File: config.mk
export PLATFORM = sky130hd
export DESIGN_NAME = rtm_ctrl
export DESIGN_NICKNAME = d
export VERILOG_FILES = /design/src/rtl/core/rtm_pkg.sv /design/src/rtl/core/rtm_ctrl.sv
export SDC_FILE = /design/constraint.sdc
export NUM_CORES = 1
export LEC_CHECK = 0
export ABC_CLOCK_PERIOD_IN_PS = 2300
export BUFFER_PORTS_ARGS = -buffer_cell sky130_fd_sc_hd__buf_4
export CAP_MARGIN = 20
export CORE_AREA = 4 4 41 43
export DETAILED_ROUTE_END_ITERATION = 8
export DIE_AREA = 0 0 45 47
export GPL_ROUTABILITY_DRIVEN = 0
export SLEW_MARGIN = 20
export SYNTH_ARGS = -nofsm -noshare
export SYNTH_HDL_FRONTEND = slang
export SYNTH_SLANG_ARGS = --single-unit
File: constraint.sdc
create_clock -name clk -period 2.3 [get_ports clk]
set_input_delay 0.46 -clock clk [delete_from_list [all_inputs] [get_ports clk]]
set_output_delay 0.46 -clock clk [all_outputs]
set_load 0.005 [all_outputs]
File: src/rtl/core/rtm_pkg.sv
// Shared types and constants for the ROV thruster mixer.
// Used by the controller, the datapath and the top level; no dependencies.
package rtm_pkg;

  localparam int FRAC_BITS_DEF = 16;

  localparam int AXIS_W   = 16;
  localparam int CODE_W   = 4;
  localparam int PULSE_W  = 12;
  localparam int LIMIT_W  = 11;
  localparam int FS_W     = 15;
  localparam int CFG_W    = 15;
  localparam int CFG_IDX_W = 3;

  localparam int IN_TDATA_W  = 72;
  localparam int OUT_TDATA_W = 120;

  localparam int PULSE_MAX = 3000;
  localparam int LIMIT_MAX = 2047;
  localparam int LIMIT_STEP  = 50;
  localparam int REDUCE_STEP = 120;
  localparam int TRIM_STEP   = 5;

  localparam logic [LIMIT_W-1:0] CTRL_UPPER  = 11'd1670;
  localparam logic [LIMIT_W-1:0] CTRL_LOWER  = 11'd1300;
  localparam logic [PULSE_W-1:0] RESET_PULSE = 12'd1500;

  localparam logic [LIMIT_W-1:0] NEUTRAL_RST    = 11'd1500;
  localparam logic [LIMIT_W-1:0] CEILING_RST    = 11'd1730;
  localparam logic [LIMIT_W-1:0] FLOOR_RST      = 11'd1230;
  localparam logic [LIMIT_W-1:0] HV_CEILING_RST = 11'd1750;
  localparam logic [LIMIT_W-1:0] HV_FLOOR_RST   = 11'd1210;
  localparam logic [FS_W-1:0]    FULL_SCALE_RST = 15'd32678;

  localparam logic [CFG_IDX_W-1:0] CFG_NEUTRAL    = 3'd0;
  localparam logic [CFG_IDX_W-1:0] CFG_CEILING    = 3'd1;
  localparam logic [CFG_IDX_W-1:0] CFG_FLOOR      = 3'd2;
  localparam logic [CFG_IDX_W-1:0] CFG_HV_CEILING = 3'd3;
  localparam logic [CFG_IDX_W-1:0] CFG_HV_FLOOR   = 3'd4;
  localparam logic [CFG_IDX_W-1:0] CFG_FULL_SCALE = 3'd5;

  typedef enum logic [CODE_W-1:0] {
    CMD_TOGGLE        = 4'd0,
    CMD_ARM           = 4'd1,
    CMD_DISARM        = 4'd2,
    CMD_PITCH_UP      = 4'd3,
    CMD_PITCH_DOWN    = 4'd4,
    CMD_ROLL_UP       = 4'd5,
    CMD_ROLL_DOWN     = 4'd6,
    CMD_LIMIT_UP      = 4'd7,
    CMD_LIMIT_DOWN    = 4'd8,
    CMD_LIMIT_FULL    = 4'd9,
    CMD_LIMIT_REDUCED = 4'd10
  } cmd_code_t;

  // One step of the mixing sequence; order is the execution order.
  typedef enum logic [3:0] {
    OP_SQX, OP_SQY, OP_SQW, OP_MAG,
    OP_H0, OP_H1, OP_H2, OP_H3, OP_HV,
    OP_M0, OP_M1, OP_M2, OP_M3
  } op_t;

  typedef struct packed {
    logic take;
    logic start;
    op_t  op;
    logic latch;
    logic commit;
  } dp_cmd_t;

  typedef struct packed {
    logic is_cmd;
    logic armed;
    logic busy;
    logic done;
  } dp_stat_t;

endpackage

File: src/rtl/core/rtm_ctrl.sv
// Sequencer of the thruster mixer: accepts items, steps the datapath through
// the mixing operations and owns the result handshake. Uses rtm_pkg.
module rtm_ctrl (
  input  logic              clk,
  input  logic              rst,
  input  logic              in_valid,
  output logic              in_ready,
  input  logic              out_ready,
  output logic              out_valid,
  input  rtm_pkg::dp_stat_t stat,
  output rtm_pkg::dp_cmd_t  cmd
);
  import rtm_pkg::*;

  typedef enum logic [2:0] {
    S_IDLE, S_DECIDE, S_START, S_WAIT, S_LATCH, S_COMMIT
  } state_t;

  state_t state;
  op_t    op;
  logic   out_free;

  assign out_free   = !out_valid || out_ready;
  assign in_ready   = (state == S_IDLE);
  assign cmd.take   = (state == S_IDLE) && in_valid;
  assign cmd.start  = (state == S_START);
  assign cmd.latch  = (state == S_LATCH);
  assign cmd.commit = (state == S_COMMIT) && out_free;
  assign cmd.op     = op;

  always_ff @(posedge clk) begin
    if (rst) begin
      state     <= S_IDLE;
      op        <= OP_SQX;
      out_valid <= 1'b0;
    end else begin
      if (cmd.commit) out_valid <= 1'b1;
      else if (out_ready) out_valid <= 1'b0;
      case (state)
        S_IDLE: begin
          if (in_valid) state <= S_DECIDE;
        end
        S_DECIDE: begin
          // drop axes while disarmed
          if (stat.is_cmd) state <= S_COMMIT;
          else if (stat.armed) begin
            op    <= OP_SQX;
            state <= S_START;
          end else state <= S_IDLE;
        end
        S_START: state <= S_WAIT;
        S_WAIT: begin
          if (stat.done) state <= S_LATCH;
        end
        S_LATCH: begin
          if (op == OP_M3) state <= S_COMMIT;
          else begin
            op    <= op_t'(op + 4'd1);
            state <= S_START;
          end
        end
        S_COMMIT: begin
          if (out_free) state <= S_IDLE;
        end
        default: state <= S_IDLE;
      endcase
    end
  end

  a_idle_quiet: assert property (@(posedge clk) disable iff (rst)
    state == S_IDLE |-> !stat.busy) else $error("arithmetic unit busy while idle");

  a_start_free: assert property (@(posedge clk) disable iff (rst)
    cmd.start |-> !stat.busy) else $error("unit started while busy");

  a_latch_after_done: assert property (@(posedge clk) disable iff (rst)
    state == S_LATCH |-> $past(stat.done)) else $error("result latched before done");

  a_commit_shows: assert property (@(posedge clk) disable iff (rst)
    cmd.commit |=> out_valid) else $error("committed result not presented");

endmodule

# Word-level counts from Yosys, hierarchy flattened
# Cells that the tools add are included.
# word_totals
output_inout_bits	10
memories	0
in_bits	8
ff_bits	8
romBits	0
latch_bits	0
ram_bits	0
# op_classes
n_mul	0
n_eq_ne	12
n_lt_le_gt_ge	0
bitwise_logic	0
n_mux	13
n_div	0
shift	0
n_reduce_logical	9
add_sub_neg	1
# ops
op	n
one-hot mux 3 bit (6 select lines)	1
two-way mux 3 bit	5
two-way mux 4 bit	3
!= test 2 bit, second input constant	6
one-hot mux 4 bit (2 select lines)	1
equality test 3 x 2 -> 1 bit, second input constant	2
equality test 3 bit, second input constant	2
adder 4 x 1 -> 4 bit, second input constant	1
equality test 4 bit, second input constant	1
AND reduction 4 bit	1
nonzero test 2 bit	2
equality test 3 x 1 -> 1 bit, second input constant	1
zero test 3 bit	1
AND reduction 3 bit	1
logical AND 1 bit	2
two-way mux 1 bit	2
two-way mux 2 bit	1
zero test 1 bit	1
logical OR 1 bit	1

# Longest topological paths before layout
# Gate-level depths: netlist (run 1).
# logic_depth
word_depth	4
depth_mapped	6

# Worst setup path before layout (run 1)
# No wires, ideal clock.
# synth_timing
path_type	reg-to-output
startpoint	register state[1]
endpoint	output cmd[7] in the netlist's numbering
required_ns	1.840
n_path_buf	1
path_stages_with_launch	4
path_slack_ns	0.934
arrival_time_ns	0.906
path_cell_list	dfxtp_1 buf_4 nor3_1 and2_1
# synth_rtl
item	line_no	text
from (decl)	rtm_ctrl.sv:19	state_t state;
from (signal assigned)	rtm_ctrl.sv:33	state <= S_IDLE;
from (signal assigned)	rtm_ctrl.sv:41	if (in_valid) state <= S_DECIDE;
from (signal assigned)	rtm_ctrl.sv:45	if (stat.is_cmd) state <= S_COMMIT;
to (decl)	rtm_ctrl.sv:11	output rtm_pkg::dp_cmd_t cmd

==> results by group, run 1 <==
Routing
  – Avg Vias per Cell: 5.14
  – Initial DRC count: 4
  – WL/cell: 11.3 um
  – Post-route ant nets: 0
  – DR DRC count: 0
  – Initial DRT Pass Iterations: 4
  – Final WL: ~1000 um
  – Routed via count: around 470

Run status
  – Status: finished clean

Floorplan
  – Initial core utilization: 39.1%
  – Die height: 47 um
  – # IOs: 18
  – Die area: 2120 sq um
  – Die Width: 45 um
  – Row count: 13
  – Core Region: 1300 sq um

Synthesis
  – Async set-reset flop share out of synthesis: 0%
  – Yosys top cell by area: dfxtp_1
  – EDFF count, synth: 0
  – Sequential share of the synthesized area: 31.4%
  – Synth cell count leaders: 8 x dfxtp_1, 6 x a21oi_1, 5 x o21ai_0, 4 x nor2_1
  – Syn avg cell area: 8.49 sq um
  – Post-synth top area share: 31.4%
  – Mapped Nets: 70
  – Syn Std Cell Area: 509 sq um
  – Top FF cell, synth: dfxtp_1
  – Post-synth cell types: 30
  – Mapped Cells: 60
  – Synth Warn #: 0
  – Synth area leaders: dfxtp_1 31%, a21oi_1 5.9%, ha_1 4.9%
  – Most numerous cell in the Yosys netlist: dfxtp_1
  – #FFs+latches synth: 8

STA
  – Maximum clock rate: 558 MHz
  – RSZ-0062 raised after global routing: false
  – Setup Viol. Count Final: 0
  – Worst Skew: 0.00500 ns
  – Slew @ Worst Pin: roughly 0.43 ns
  – Period utilization: 78.0%
  – Slew headroom: a little over 70%
  – Hold Vio Cnt, Final: 0
  – Tmin final: 1.79 ns
  – Setup TNS Final: 0 ns
  – Pins over their slew limit: 0

Final layout
  – Layout cell share with drive strength beyond 1: 27.6%
  – Antenna fix cells: 0
  – Finished Core Util: 50.0%
  – # nets final: 88
  – Layout area overhead: 27.8%

GRT
  – Met1 global-route usage: roughly 16%
  – First-pass GRT wire length: between 1500 and 2000 um
  – GR Util met3: 5.75%
  – GRT overflow: 0
  – Met2 usage: between 10 and 15%
  – Antenna violations before repair: 0
  – Largest net degree at the start of global routing: 15
  – GRT Max-Usage Layer: met1
  – Vias in the first global route: 375
  – GRT Resource Usage Total: 11.1%

Worst setup path
  – Reg2Reg Depth: 4
  – R2r setup slk: about 0.85 ns
  – Kind of critical path: reg2out
  – Critical R2R Launch: state[2]$_SDFFE_PP0P_
  – Critical path arrival: 1.33 ns
  – WP data required: approximately 1.8 ns
  – Startpoint Class: flop
  – Reg-to-Reg End: state[2]$_SDFFE_PP0P_
  – CP endpoint kind: primary output
  – Crit path max fanout: 12

CTS
  – Worst-path clk slew: 0.06 ns
  – CTS max path bufs: 2
  – # clock sinks: 8
  – CTS Hold Bufs: 0
  – Resize count post-CTS: 0
  – CTS tree: built
  – Clk root buf: clkbuf_4
  – CTS Buf Count: 3
  – Worst skew pair latency: between 0.2 and 0.3 ns
  – H-tree level count: 1
  – Post-CTS Setup Repair Bufs: 0

Flow run
  – Max_cap viols: 0

Power
  – Leak Pwr: approximately 0.27 nW
  – Maximum vdd drop: 0.430 mV
  – Pwr Total: 0.339 mW
  – P per Cell Area: 521 nW/um^2

Hold path
  – Hold path start: rst
  – Hold depth: 2
  – Class of the worst hold path: in2reg
  – Hold Path End: state[1]$_SDFFE_PP0P_

Place
  – Dpl hpwl: 789 um
  – IO Port Bufs: 16
==> final cells by class <==
class	instances	area, sq um
well taps	15	18.8
repair buffers	16	120
clock buffers	3	22.5
multi-input cells	46	318
fillers	130	651
flip-flops and latches	8	160
inverters	3	11.3
==> placed cells by master (no fill, tap or decap), types with 2 or more instances in the layout <==
| master | netlist | final |
|---|---|---|
| a21oi_1 | 6 | 6 |
| and3b_1 | 2 | 2 |
| nand2_1 | 2 | 2 |
| dfxtp_1 | 8 | 8 |
| ha_1 | 2 | 2 |
| buf_4 | 2 | 16 |
| nor3b_1 | 3 | 3 |
| nor2b_1 | 2 | 2 |
| o21ai_0 | 5 | 5 |
| inv_1 | 3 | 3 |
| clkbuf_4 | 0 | 3 |
| nor2_1 | 4 | 4 |
| nand2b_1 | 2 | 2 |
| a311oi_1 | 2 | 2 |
==> cell families (layout without fill, tap and decap cells) <==
| logic type | Yosys count | after routing | synth area share (%) |
|---|---|---|---|
| simple gates | 25 | 25 | 34.2 |
| xor+xnor | 1 | 1 | 1.72 |
| buf+inv | 6 | 22 | 6.14 |
| fa+ha+maj | 2 | 2 | 4.91 |
| flops | 8 | 8 | 31.4 |
| compound gates | 18 | 18 | 21.6 |
==> metal layers <==
metal | up-vias | wire (um)
met5 | - | 0
li1 | 253 | -
met1 | 205 | 511
met4 | 0 | 0
met3 | 0 | 69
met2 | 10 | 447
==> worst max-delay path: stages (launching register included) <==
cell	delay, ns
dfxtp_1	0.53
nor3b_4	0.38
buf_4	0.17
==> metrics by stage <==
step	instance area (sq um)	worst slack, ns	cells	hold WS [ns]
2_1_floorplan	509	0.934	60	0.503
3_3_place_gp	628	0.773	88	0.516
3_5_place_dp	628	0.789	88	0.530
4_1_cts	651	0.509	91	0.417
5_1_grt	651	0.432	91	0.420
6_report	651	0.507	91	0.424
==> state kept, by name (all words and copies together) (netlist names) <==
signal / cells
op: 4
out_valid: 1
state: 3
==> how the worst max path moves through the flow <==
stage	startpoint	slack, ns	end
finish	state[2]$_SDFFE_PP0P_	0.51	cmd[1]
global route	state[2]$_SDFFE_PP0P_	0.43	cmd[1]
CTS	state[2]$_SDFFE_PP0P_	0.51	cmd[1]
detailed placement	state[2]$_SDFFE_PP0P_	0.79	cmd[1]
global placement	state[2]$_SDFFE_PP0P_	0.77	cmd[1]
floorplan	state[1]$_SDFFE_PP0P_	0.93	cmd[7]
==> where the power goes <==
part	internal [mW]	switching (mW)	leakage, nW
combinational	0.0410	0.0275	0.189
sequential	0.146	0.0187	0.0649
clock	0.0596	0.0464	0.0138
total	0.246	0.0926	0.268
Power figures use the tool's default switching activity.
==> run 2, diff against run 1 <==
--- a/config.mk
+++ b/config.mk
@@ -5,7 +5,8 @@
 export SDC_FILE = /design/constraint.sdc
 export NUM_CORES = 1
 export LEC_CHECK = 0
-export ABC_CLOCK_PERIOD_IN_PS = 2300
+export ABC_AREA = 1
+export ABC_CLOCK_PERIOD_IN_PS = 1800
 export BUFFER_PORTS_ARGS = -buffer_cell sky130_fd_sc_hd__buf_4
 export CAP_MARGIN = 20
 export CORE_AREA = 4 4 41 43
==> constraint.sdc (replaced) <==
create_clock -name clk -period 1.8 [get_ports clk]
set_input_delay 0.36 -clock clk [delete_from_list [all_inputs] [get_ports clk]]
set_output_delay 0.36 -clock clk [all_outputs]
set_load 0.005 [all_outputs]
==> run 2 against run 1 <==
  * Cell area is 1.2% higher
  * Wire length is 6.3% higher
  * First-iteration DRC count is 25% lower
  * Final cell count is 19% higher
  * Non-clock buffer count stayed put
  * Setup slack worse by 0.26 ns
  * Clock skew is 0.0047 ns higher
  * Sequential power is 20% higher
  * Via count is 7.3% higher
  * Total power is 36% higher
  * Critical path type unchanged
  * Critical endpoint is now cmd[0]
  * Largest power group unchanged
  * Highest routed layer is now met4
==> results by group, run 2 <==
Run status
  – Status: finished clean

Final layout
  – Antenna fix cells: 0
  – # nets final: 105
  – Finished Cell Area: around 660 sq um
  – Fill cells: 142
  – Commonest cells after routing, fill and taps aside: 16 x buf_4, 12 x nand2_1, 11 x nor2_1, 11 x nand3_1, 10 x inv_1
  – Layout cell share with drive strength beyond 1: 30.1%
  – Largest regs: op (4), state (3), out_valid (1)
  – Reg with most FFs: op
  – Finished Core Util: 50.6%
  – Layout area overhead: 32.5%
  – Commonest non-fill, non-tap cell in the layout: buf_4
  – Max reg flops: 4

STA
  – RSZ-0062 raised after global routing: false
  – Slew headroom: 86.6%
  – Setup TNS Final: 0 ns
  – Pins over their slew limit: 0
  – Setup Viol. Count Final: 0
  – Maximum clock rate: ~650 MHz
  – Tmin final: 1.55 ns
  – Slew @ Worst Pin: 0.199 ns
  – Hold Vio Cnt, Final: 0
  – Worst Skew: 0.00973 ns
  – Period utilization: 86.0%

Worst setup path
  – Startpoint Class: flop
  – Crit path max fanout: 4
  – Kind of critical path: reg2out
  – Critical R2R Launch: op[0]$_SDFFE_PP0P_
  – Reg-to-Reg End: op[3]$_SDFFE_PP0P_
  – CP endpoint kind: primary output
  – Critical path arrival: 1.19 ns
  – Reg2Reg Depth: 8
  – R2r setup slk: between 0.4 and 0.5 ns
  – Slowest-stage cell, CP: dfxtp_1
  – Critical Path Max Stage Delay: ~0.35 ns
  – CP cell instances: inv_2, nor2_2, nand2_1, a21oi_1, buf_4
  – WP data required: 1.44 ns

Floorplan
  – Initial core utilization: 38.2%
  – Row count: 13
  – Die area: 2120 sq um
  – # IOs: 18
  – Die Width: 45 um
  – Core Region: approximately 1300 sq um
  – Die height: 47 um

CTS
  – Post-CTS Setup Repair Bufs: 0
  – Worst-path clk slew: approximately 0.060 ns
  – # clock sinks: 8
  – Worst skew pair latency: 0.26 ns
  – H-tree level count: 1
  – CTS max path bufs: 2
  – Clk root buf: clkbuf_4
  – CTS Hold Bufs: 0
  – CTS tree: built
  – CTS Buf Count: 3
  – Resize count post-CTS: 0

Routing
  – Final WL: 1090 um
  – Met2 routed WL: 440 um
  – WL/cell: 10.1 um
  – Initial DRT Pass Iterations: 4
  – M1 WL: approximately 540 um
  – Top layer in use: met4
  – Initial DRC count: 3
  – Met3 Wirelength: roughly 84 um
  – Avg Vias per Cell: 4.65
  – Post-route ant nets: 0
  – Routed via count: 502
  – DR DRC count: 0

GRT
  – GRT Resource Usage Total: 11.4%
  – GRT overflow: 0
  – Antenna violations before repair: 0
  – Vias in the first global route: 400
  – Largest net degree at the start of global routing: 8
  – First-pass GRT wire length: roughly 1600 um

Synthesis
  – Post-Synth Adder-Cell Area: 5.04%
  – Synth Area in XOR/XNOR: 0%
  – Synth cell count leaders: 12 x nand2_1, 11 x nand3_1, 11 x nor2_1, 10 x inv_1, 9 x a21oi_1
  – Mapped Nets: 84
  – Mux share of post-synthesis cell area: 0%
  – Top FF cell, synth: dfxtp_1
  – Post-synth top area share: 32.2%
  – EDFF count, synth: 0
  – Post-synth cell types: 16
  – Yosys top cell by area: dfxtp_1
  – Synth Warn #: 0
  – Mapped Cells: 74
  – Sequential share of the synthesized area: 32.2%
  – Compound-Gate Fraction of Synth Area: 12.1%
  – Most numerous cell in the Yosys netlist: nand2_1
  – Syn avg cell area: 6.71 sq um
  – #FFs+latches synth: 8
  – Syn Std Cell Area: 497 sq um
  – Largest family of logic cells by synthesized area: simple AND/OR/NAND/NOR gates
  – Async set-reset flop share out of synthesis: 0%
  – Synth area leaders: dfxtp_1 32%, nand3_1 11%, a21oi_1 9.1%
  – Synth Area in Simple Gates: roughly 42%

Place
  – Cell Area, Placed: 636 sq um
  – Dpl hpwl: 861 um
  – IO Port Bufs: 16

Power
  – P per Cell Area: ~700 nW/um^2
  – Maximum vdd drop: 0.364 mV
  – Leak Pwr: 0.316 nW
  – Pwr Total: 0.463 mW

Flow run
  – Max_cap viols: 0

Hold path
  – Hold depth: 2
  – Class of the worst hold path: in2reg
  – Hold Path End: op[1]$_SDFFE_PP0P_
  – Hold path start: rst
## run 2: cell types whose count changed after synthesis, sizes merged, moves of 3 or more
cell and change:
nor2 +9, nand2 +13, a21oi +4, nor3b -4, o21ai -5, buf -3
nand3 +11, inv +9
## run 2: critical path: cells and delay by family (launching register included)
family                 cells  cell delay, ns
AO/OA/AOI/OAI              1            0.13
buffers and inverters      2            0.19
flip-flops                 1            0.35
AND/OR/NAND/NOR            2            0.26
## run 2: stage by stage
step           instances  setup WS (ns)  hold slack (ns)
2_1_floorplan         74          0.614            0.422
3_3_place_gp         105          0.517            0.498
3_5_place_dp         105          0.523            0.510
4_1_cts              108          0.232            0.298
5_1_grt              108          0.153            0.300
6_report             108          0.251            0.304
## run 2: routing by layer
layer  up-vias  track usage (%)
li1        278                -
met1       205             13.8
met2        15             15.3
met3         4             4.60
met4         0             10.5
met5         -                0
## run 2: cells by family after synthesis
group / Yosys count
simple gates: 41
buf+inv: 12
flops: 8
compound gates: 11
fa+ha+maj: 2
## run 2: how the worst max path moves through the flow
stage                                      from            endpoint  slack [ns]  depth (start not counted)
after floorplan              op[0]$_SDFFE_PP0P_  op[2]$_SDFFE_PP0P_        0.61                          8
after global placement       op[0]$_SDFFE_PP0P_  op[2]$_SDFFE_PP0P_        0.52                          8
after detailed placement  state[0]$_SDFFE_PP0P_              cmd[0]        0.52                          5
after CTS                 state[0]$_SDFFE_PP0P_              cmd[0]        0.23                          5
after global routing      state[0]$_SDFFE_PP0P_              cmd[0]        0.15                          5
final                     state[0]$_SDFFE_PP0P_              cmd[0]        0.25                          5
## run 2: area by class of cell
type	count	area (sq um)	share of cell area, %
clock buffers	3	22.5	3.42
inverters	12	45.0	6.84
multi-input cells	54	292	44.3
flip-flops and latches	8	160	24.3
well taps	15	18.8	2.85
repair buffers	16	120	18.3
## run 2: power by group
group	switching [mW]	internal, mW
registers	0.00950	0.186
clock network	0.0669	0.0767
logic	0.0686	0.0545
